### src/hw/rtl/spq_pkg.sv
// Shared constants, command codes and control types of the priority queue.
`timescale 1ns / 1ps

package spq_pkg;

   localparam int QueueDepth = 16;
   localparam int TagWidth   = 32;
   localparam int PortTagWidth = 32;
   localparam int PrioWidth  = 32;
   localparam int CountWidth = $clog2(QueueDepth + 1);
   localparam int IdxWidth   = $clog2(QueueDepth);

   typedef enum logic [1:0] {
      OpInsert = 2'd0,
      OpTop    = 2'd1,
      OpPop    = 2'd2
   } op_type;

   typedef enum logic [1:0] {
      StOk    = 2'd0,
      StEmpty = 2'd1,
      StFull  = 2'd2
   } status_type;

   // Broadcast from the controller to every cell.
   typedef struct packed {
      logic                  insert;
      logic                  pop;
      logic [CountWidth-1:0] count;
   } cmd_type;

endpackage

### src/hw/rtl/sorted_priority_queue.sv
// Top level of the sorted priority queue: controller and a chain of cells.
//
//   channel   ports                                        handshake
//   request   req_op, req_item_tag, req_item_priority      start && !busy
//   result    rsp_status, rsp_head_tag, rsp_head_priority  rsp_valid strobe
//
// One command is taken every cycle; busy stays low.
// Each result strobes for one cycle, the cycle after its command beat.
// Every cell compares its own priority with the new one in parallel and
// shifts by one place.
// Reset empties the queue at once; stored entries are not cleared.
// The receiver cannot stall, so nothing holds the chain.
`timescale 1ns / 1ps

module sorted_priority_queue (
   input  logic                                  clock,
   input  logic                                  reset,
   input  logic                                  start,
   output logic                                  busy,
   input  logic [1:0]                            req_op,
   input  logic [spq_pkg::PortTagWidth-1:0]      req_item_tag,
   input  logic signed [spq_pkg::PrioWidth-1:0]  req_item_priority,
   output logic                                  rsp_valid,
   output logic [1:0]                            rsp_status,
   output logic [spq_pkg::PortTagWidth-1:0]      rsp_head_tag,
   output logic signed [spq_pkg::PrioWidth-1:0]  rsp_head_priority
);

   localparam int Depth = spq_pkg::QueueDepth;

   spq_pkg::cmd_type                     cmd;
   logic                                 accept;
   logic [spq_pkg::TagWidth-1:0]         new_tag;
   logic                                 le_chain   [Depth];
   logic [spq_pkg::TagWidth-1:0]         tag_chain  [Depth];
   logic signed [spq_pkg::PrioWidth-1:0] prio_chain [Depth];

   assign busy    = 1'b0;
   assign accept  = start && !busy;
   assign new_tag = req_item_tag[spq_pkg::TagWidth-1:0];

   spq_ctrl u_ctrl (
      .clock             (clock),
      .reset             (reset),
      .accept            (accept),
      .req_op            (req_op),
      .head_tag          (tag_chain[0]),
      .head_prio         (prio_chain[0]),
      .cmd               (cmd),
      .rsp_valid         (rsp_valid),
      .rsp_status        (rsp_status),
      .rsp_head_tag      (rsp_head_tag),
      .rsp_head_priority (rsp_head_priority)
   );

   // Build the row of cells, head at index zero.
   for (genvar i = 0; i < Depth; i++) begin : g_cell
      logic                                 l_le;
      logic [spq_pkg::TagWidth-1:0]         l_tag, r_tag;
      logic signed [spq_pkg::PrioWidth-1:0] l_prio, r_prio;

      if (i == 0) begin : g_head
         assign l_le   = 1'b0;
         assign l_tag  = '0;
         assign l_prio = '0;
      end else begin : g_mid
         assign l_le   = le_chain[i-1];
         assign l_tag  = tag_chain[i-1];
         assign l_prio = prio_chain[i-1];
      end

      if (i == Depth - 1) begin : g_tail
         assign r_tag  = '0;
         assign r_prio = '0;
      end else begin : g_body
         assign r_tag  = tag_chain[i+1];
         assign r_prio = prio_chain[i+1];
      end

      spq_cell u_cell (
         .clock      (clock),
         .cmd        (cmd),
         .cell_index (spq_pkg::IdxWidth'(i)),
         .new_tag    (new_tag),
         .new_prio   (req_item_priority),
         .left_le    (l_le),
         .left_tag   (l_tag),
         .left_prio  (l_prio),
         .right_tag  (r_tag),
         .right_prio (r_prio),
         .le         (le_chain[i]),
         .tag        (tag_chain[i]),
         .prio       (prio_chain[i])
      );
   end

endmodule

### src/hw/rtl/spq_cell.sv
// One storage cell of the sorted chain: holds a single entry.
`timescale 1ns / 1ps

module spq_cell (
   input  logic                              clock,
   input  spq_pkg::cmd_type                  cmd,
   input  logic [spq_pkg::IdxWidth-1:0]      cell_index,
   input  logic [spq_pkg::TagWidth-1:0]      new_tag,
   input  logic signed [spq_pkg::PrioWidth-1:0] new_prio,
   input  logic                              left_le,
   input  logic [spq_pkg::TagWidth-1:0]      left_tag,
   input  logic signed [spq_pkg::PrioWidth-1:0] left_prio,
   input  logic [spq_pkg::TagWidth-1:0]      right_tag,
   input  logic signed [spq_pkg::PrioWidth-1:0] right_prio,
   output logic                              le,
   output logic [spq_pkg::TagWidth-1:0]      tag,
   output logic signed [spq_pkg::PrioWidth-1:0] prio
);

   logic [spq_pkg::TagWidth-1:0]         tag_ff, tag_in;
   logic signed [spq_pkg::PrioWidth-1:0] prio_ff, prio_in;
   logic                                 valid;

   // Entry is live when it sits below the fill count.
   assign valid = spq_pkg::CountWidth'(cell_index) < cmd.count;

   // New entry belongs at or before this cell.
   assign le = !valid || (prio_ff <= new_prio);

   // Pick the next content: on insert, shift right or take the new entry; shift left on pop.
   always_comb begin
      tag_in  = tag_ff;
      prio_in = prio_ff;
      priority if (cmd.insert && le) begin
         if (left_le) begin
            tag_in  = left_tag;
            prio_in = left_prio;
         end else begin
            tag_in  = new_tag;
            prio_in = new_prio;
         end
      end else if (cmd.pop) begin
         tag_in  = right_tag;
         prio_in = right_prio;
      end
   end

   always_ff @(posedge clock) begin
      tag_ff  <= tag_in;
      prio_ff <= prio_in;
   end

   assign tag  = tag_ff;
   assign prio = prio_ff;

endmodule

### src/hw/rtl/spq_ctrl.sv
// Command decode, fill count and result register of the priority queue.
`timescale 1ns / 1ps

module spq_ctrl (
   input  logic                                  clock,
   input  logic                                  reset,
   input  logic                                  accept,
   input  logic [1:0]                            req_op,
   input  logic [spq_pkg::TagWidth-1:0]          head_tag,
   input  logic signed [spq_pkg::PrioWidth-1:0]  head_prio,
   output spq_pkg::cmd_type                      cmd,
   output logic                                  rsp_valid,
   output logic [1:0]                            rsp_status,
   output logic [spq_pkg::PortTagWidth-1:0]      rsp_head_tag,
   output logic signed [spq_pkg::PrioWidth-1:0]  rsp_head_priority
);

   logic [spq_pkg::CountWidth-1:0]         count_ff, count_in;
   logic                                   valid_ff, valid_in;
   spq_pkg::status_type                    status_ff, status_in;
   logic [spq_pkg::PortTagWidth-1:0]       htag_ff, htag_in;
   logic signed [spq_pkg::PrioWidth-1:0]   hprio_ff, hprio_in;
   logic                                   full;
   logic                                   empty;
   logic                                   do_insert;
   logic                                   do_pop;

   assign full  = count_ff == spq_pkg::CountWidth'(spq_pkg::QueueDepth);
   assign empty = count_ff == '0;

   // Decode the beat into a cell command and its status.
   always_comb begin
      do_insert = 1'b0;
      do_pop    = 1'b0;
      status_in = spq_pkg::StOk;
      htag_in   = '0;
      hprio_in  = '0;
      unique case (spq_pkg::op_type'(req_op))
         spq_pkg::OpInsert: begin
            if (full) status_in = spq_pkg::StFull;
            else do_insert = accept;
         end
         spq_pkg::OpTop: begin
            if (empty) begin
               status_in = spq_pkg::StEmpty;
            end else begin
               htag_in  = spq_pkg::PortTagWidth'(head_tag);
               hprio_in = head_prio;
            end
         end
         spq_pkg::OpPop: begin
            if (empty) status_in = spq_pkg::StEmpty;
            else do_pop = accept;
         end
         default: begin
         end
      endcase
   end

   // Advance the fill count.
   always_comb begin
      count_in = count_ff;
      if (do_insert) count_in = count_ff + 1'b1;
      else if (do_pop) count_in = count_ff - 1'b1;
   end

   assign valid_in = accept;

   always_ff @(posedge clock) begin
      if (reset) begin
         count_ff <= '0;
         valid_ff <= 1'b0;
      end else begin
         count_ff <= count_in;
         valid_ff <= valid_in;
      end
   end

   // Hold the result payload for its one-cycle strobe.
   always_ff @(posedge clock) begin
      status_ff <= status_in;
      htag_ff   <= htag_in;
      hprio_ff  <= hprio_in;
   end

   assign cmd.insert = do_insert;
   assign cmd.pop    = do_pop;
   assign cmd.count  = count_ff;

   assign rsp_valid         = valid_ff;
   assign rsp_status        = status_ff;
   assign rsp_head_tag      = htag_ff;
   assign rsp_head_priority = hprio_ff;

endmodule

### config.mk
export PLATFORM = sky130hd
export DESIGN_NAME = sorted_priority_queue
export DESIGN_NICKNAME = d
export VERILOG_FILES = /design/src/hw/rtl/spq_pkg.sv /design/src/hw/rtl/sorted_priority_queue.sv /design/src/hw/rtl/spq_cell.sv /design/src/hw/rtl/spq_ctrl.sv
export SDC_FILE = /design/constraint.sdc
export NUM_CORES = 2
export LEC_CHECK = 0
export ABC_CLOCK_PERIOD_IN_PS = 5700
export BUFFER_PORTS_ARGS = -buffer_cell sky130_fd_sc_hd__buf_4
export CAP_MARGIN = 10
export CORE_MARGIN = 4
export CORE_UTILIZATION = 41
export CTS_CLUSTER_SIZE = 40
export DETAILED_ROUTE_END_ITERATION = 10
export GPL_TIMING_DRIVEN = 0
export PLACE_DENSITY = 0.59
export SLEW_MARGIN = 25
export SYNTH_ARGS = -nofsm -noshare
export SYNTH_HDL_FRONTEND = slang
export SYNTH_SLANG_ARGS = --single-unit
export TNS_END_PERCENT = 20
### constraint.sdc
create_clock -name clock -period 5.7 [get_ports clock]
set_input_delay 0.855 -clock clock [delete_from_list [all_inputs] [get_ports clock]]
set_output_delay 0.855 -clock clock [all_outputs]
set_load 0.01 [all_outputs]
==> flow_metrics.py <==
metrics = {
    "clocking": {
        "cts_tree": "built",
        "clk_pin_slew_worst_paths_ps": 60,
        "htree_num_levels": 4,
        "cts_hold_buf": 0,
        "clk_latency_ps": 820,
        "clkSinkCount": 1096,
        "cts_max_path_buffers": 3,
        "cts_buffers": 135,
        "cts-root-buf": "clkbuf_16",
    },
    "sta": {
        "max_clock_freq_ghz": 0.172,
        "hold_viol": 0,
        "finalCritPeriodShare": 1.02,
        "slew_violations": 0,
        "min_period_ps": 5800,
        "finalSetupViolCount": 29,
        "worst_slew_pin_slew_ps": 1160,
        "fin_ws_ps": -100,
        "rsz0062_at_grt": "false",
        "relSlewSlack": 0.227,
        "fin_skew_ps": 55.8,
    },
    "power": {
        "p_total_uw": 21700,
        "leakage_uw": 0.0334,
        "ir_drop_uv": 332,
        "p_per_area_nw_per_um2": 286,
    },
    "placement": {
        "globalplace.congestion": 1.00,
        "place_area_um2": 71100,
        "portBuffers": 135,
        "dp_cells": 8309,
        "hpwl_um": 207000,
    },
    "die": {
        "start_util": 0.413,
        "fp.coreArea_um2": 161000,
        "rows": 147,
        "fp.dieW_um": 410,
        "die-area_um2": 168000,
        "ios": 137,
        "die-height_um": 410,
    },
    "logic_synthesis": {
        "synth_edf_count": 1024,
        "ys_ff_latch": 1096,
        "postSynthAreaPerCell_um2": 11.1,
        "synthArstFlopShare": 0,
        "synth_cell_type_count": 62,
        "ys_seq_area_frac": 0.485,
        "syn-cell-area_um2": 66400,
        "syn_inst": 5978,
        "yosys_warnings": 0,
        "synth_fp_nets": 6566,
        "synth_top_flop_cell": "edfxtp_1",
    },
    "route": {
        "dr_total_vias": 55200,
        "drt_iter0_markers": 6845,
        "vias_per_cell": 6.43,
        "drc_errors": 0,
        "drt_pass1_iterations": 6,
        "wl_per_cell_um": 32.1,
        "drt_wl_total_um": 275000,
        "drtAntennaViolNets": 0,
    },
    "cells_and_area": {
        "area_growth_pct": 14.3,
        "fin_area_um2": 75900,
        "postLayoutCoreUtil": 0.472,
        "fillers": 15000,
        "regArea_um2": 32200,
        "drive_gt1_frac": 0.123,
        "nets": 6891,
        "finalNonFillerCells": 8580,
        "layout_commonest_cell": "a21oi_1",
        "final_cell_mix": "1590 x a21oi_1, 1024 x edfxtp_1, 871 x mux2i_1",
        "multi_input_area_um2": 32200,
    },
    "global_route": {
        "antenna_found_initial": 18,
        "overflow": 0,
        "grt_pass1_vias": 53900,
        "grt_pass1_wl_um": 388000,
        "grt_max_degree": 41,
        "grt_use_total": 0.316,
    },
    "status": {
        "violations": "negative setup slack",
        "status": "finished with violations",
    },
    "worst_setup_path": {
        "r2r_slack_ps": 150,
        "required_ps": 6150,
        "start_kind": "input pin",
        "critPathArrivalTime_ps": 6250,
        "critPathKind": "in -> reg",
        "r2r_cells": 12,
        "end_kind": "flip-flop",
        "worstPathMaxFanout": 33,
        "timing.rr.end": "g_cell[12].u_cell.prio[20]",
        "r2r-start": "g_cell[12].u_cell.prio[31]",
    },
    "flow_run": {
        "max-cap-violations": 0,
    },
    "min_path": {
        "min_to": "u_ctrl.count_ff[2]",
        "hp-class": "in -> reg",
        "hold_depth": 2,
        "min_from": "reset",
    },
}
routing by layer:
layer / share of wire / GRT usage
met1: 0.41 / 0.417
met2: 0.43 / 0.470
met3: 0.10 / 0.0776
met4: 0.069 / 0.189
met5: 0.00015 / 0
synth_stat cells, drive strengths merged, types with 6 or more instances:
library cell  number  area share
buf              189       0.014
a21o              18      0.0020
nand3b            10      0.0011
nor2b             21      0.0020
dfxtp             72       0.022
nand3             47      0.0035
nand2            206       0.012
nand4            100      0.0094
inv               60      0.0034
a21oi           1590        0.12
and3              67      0.0063
nor2             200       0.011
clkbuf           303       0.017
mux2i            871        0.13
and2              11      0.0010
a221oi            25      0.0033
o211ai            43      0.0049
nand2b            23      0.0022
and4              21      0.0028
o21ai            119      0.0090
nor3               6     0.00045
edfxtp          1024        0.46
ha               519       0.098
a21bo             12      0.0018
a31oi            144       0.014
nor4              24      0.0023
mux2             200       0.036
a211oi            14      0.0016
flip-flops by register name (all words and copies together), names as in the netlist:
register and count:
g_cell.u_cell.prio 512, g_cell.u_cell.tag 512, u_ctrl.count_ff 5, u_ctrl.rsp_head_priority 32
u_ctrl.rsp_head_tag 32, u_ctrl.rsp_status 2, u_ctrl.rsp_valid 1
cells by family after synthesis:
family / after synthesis / share of synthesized area
AO/OA/AOI/OAI: 1986 / 0.159
buffers and inverters: 552 / 0.0349
other: 1 / 0.0000565
XOR/XNOR: 4 / 0.000528
adder cells (fa/ha/maj): 519 / 0.0978
AND/OR/NAND/NOR: 749 / 0.0556
flip-flops: 1096 / 0.485
multiplexers: 1071 / 0.168
critical path, cell delays in order:
cell	delay, ps
buf_4	180
clkinvlp_4	580
ha_1	570
nand4_1	210
nor4_2	840
a31oi_1	310
nand2b_1	150
mux2_4	240
buf_6	380
and2_1	310
clkbuf_2	510
nand2b_4	440
buf_12	260
buf_12	250
worst max path at each step:
stage	start	to	slack [ps]	depth (start not counted)
6_report	req_item_priority[25]	g_cell[12].u_cell.prio[20]	-100	14
5_1_grt	req_item_priority[25]	g_cell[15].u_cell.prio[13]	20	15
4_1_cts	req_item_priority[30]	g_cell[11].u_cell.prio[20]	-170	15
3_5_place_dp	req_item_priority[30]	g_cell[1].u_cell.prio[31]	-1240	15
3_3_place_gp	req_item_priority[31]	g_cell[14].u_cell.prio[0]	-5810	12
2_1_floorplan	req_item_priority[7]	g_cell[12].u_cell.prio[0]	670	12
power by group:
group          total (µW)  internal (µW)  leakage [µW]  switching [µW]
clock                8830           4970       0.00214            3860
combinational        3240           1070        0.0212            2160
sequential           9630           9320        0.0100             311
total               21700          15400        0.0334            6330
stage by stage:
stage          setup slack (ps)  hold slack [ps]  setup TNS, ps
2_1_floorplan               667              477              0
3_3_place_gp              -5810              528       -4549350
3_5_place_dp              -1240              518        -510390
4_1_cts                    -168              284         -10670
5_1_grt                    24.6              305              0
6_report                   -100              326          -1540
final cells by class:
class	count	share of cell area
Antenna cell	13	0.000429
Buffer	491	0.0283
Clock buffer	180	0.0482
Clock inverter	61	0.0106
Inverter	60	0.00336
Multi-Input combinational cell	4330	0.424
Sequential cell	1096	0.424
Tap cell	2160	0.0356
Timing Repair Buffer	189	0.0259
what timing repair did:
item,4_1_cts,5_1_grt
pin swaps,0,2
endpoints found under the setup margin,183,411
buffers inserted,0,18
gates cloned,0,0
resized for setup,5,20
No activity file was read; power rests on OpenSTA's default activity.
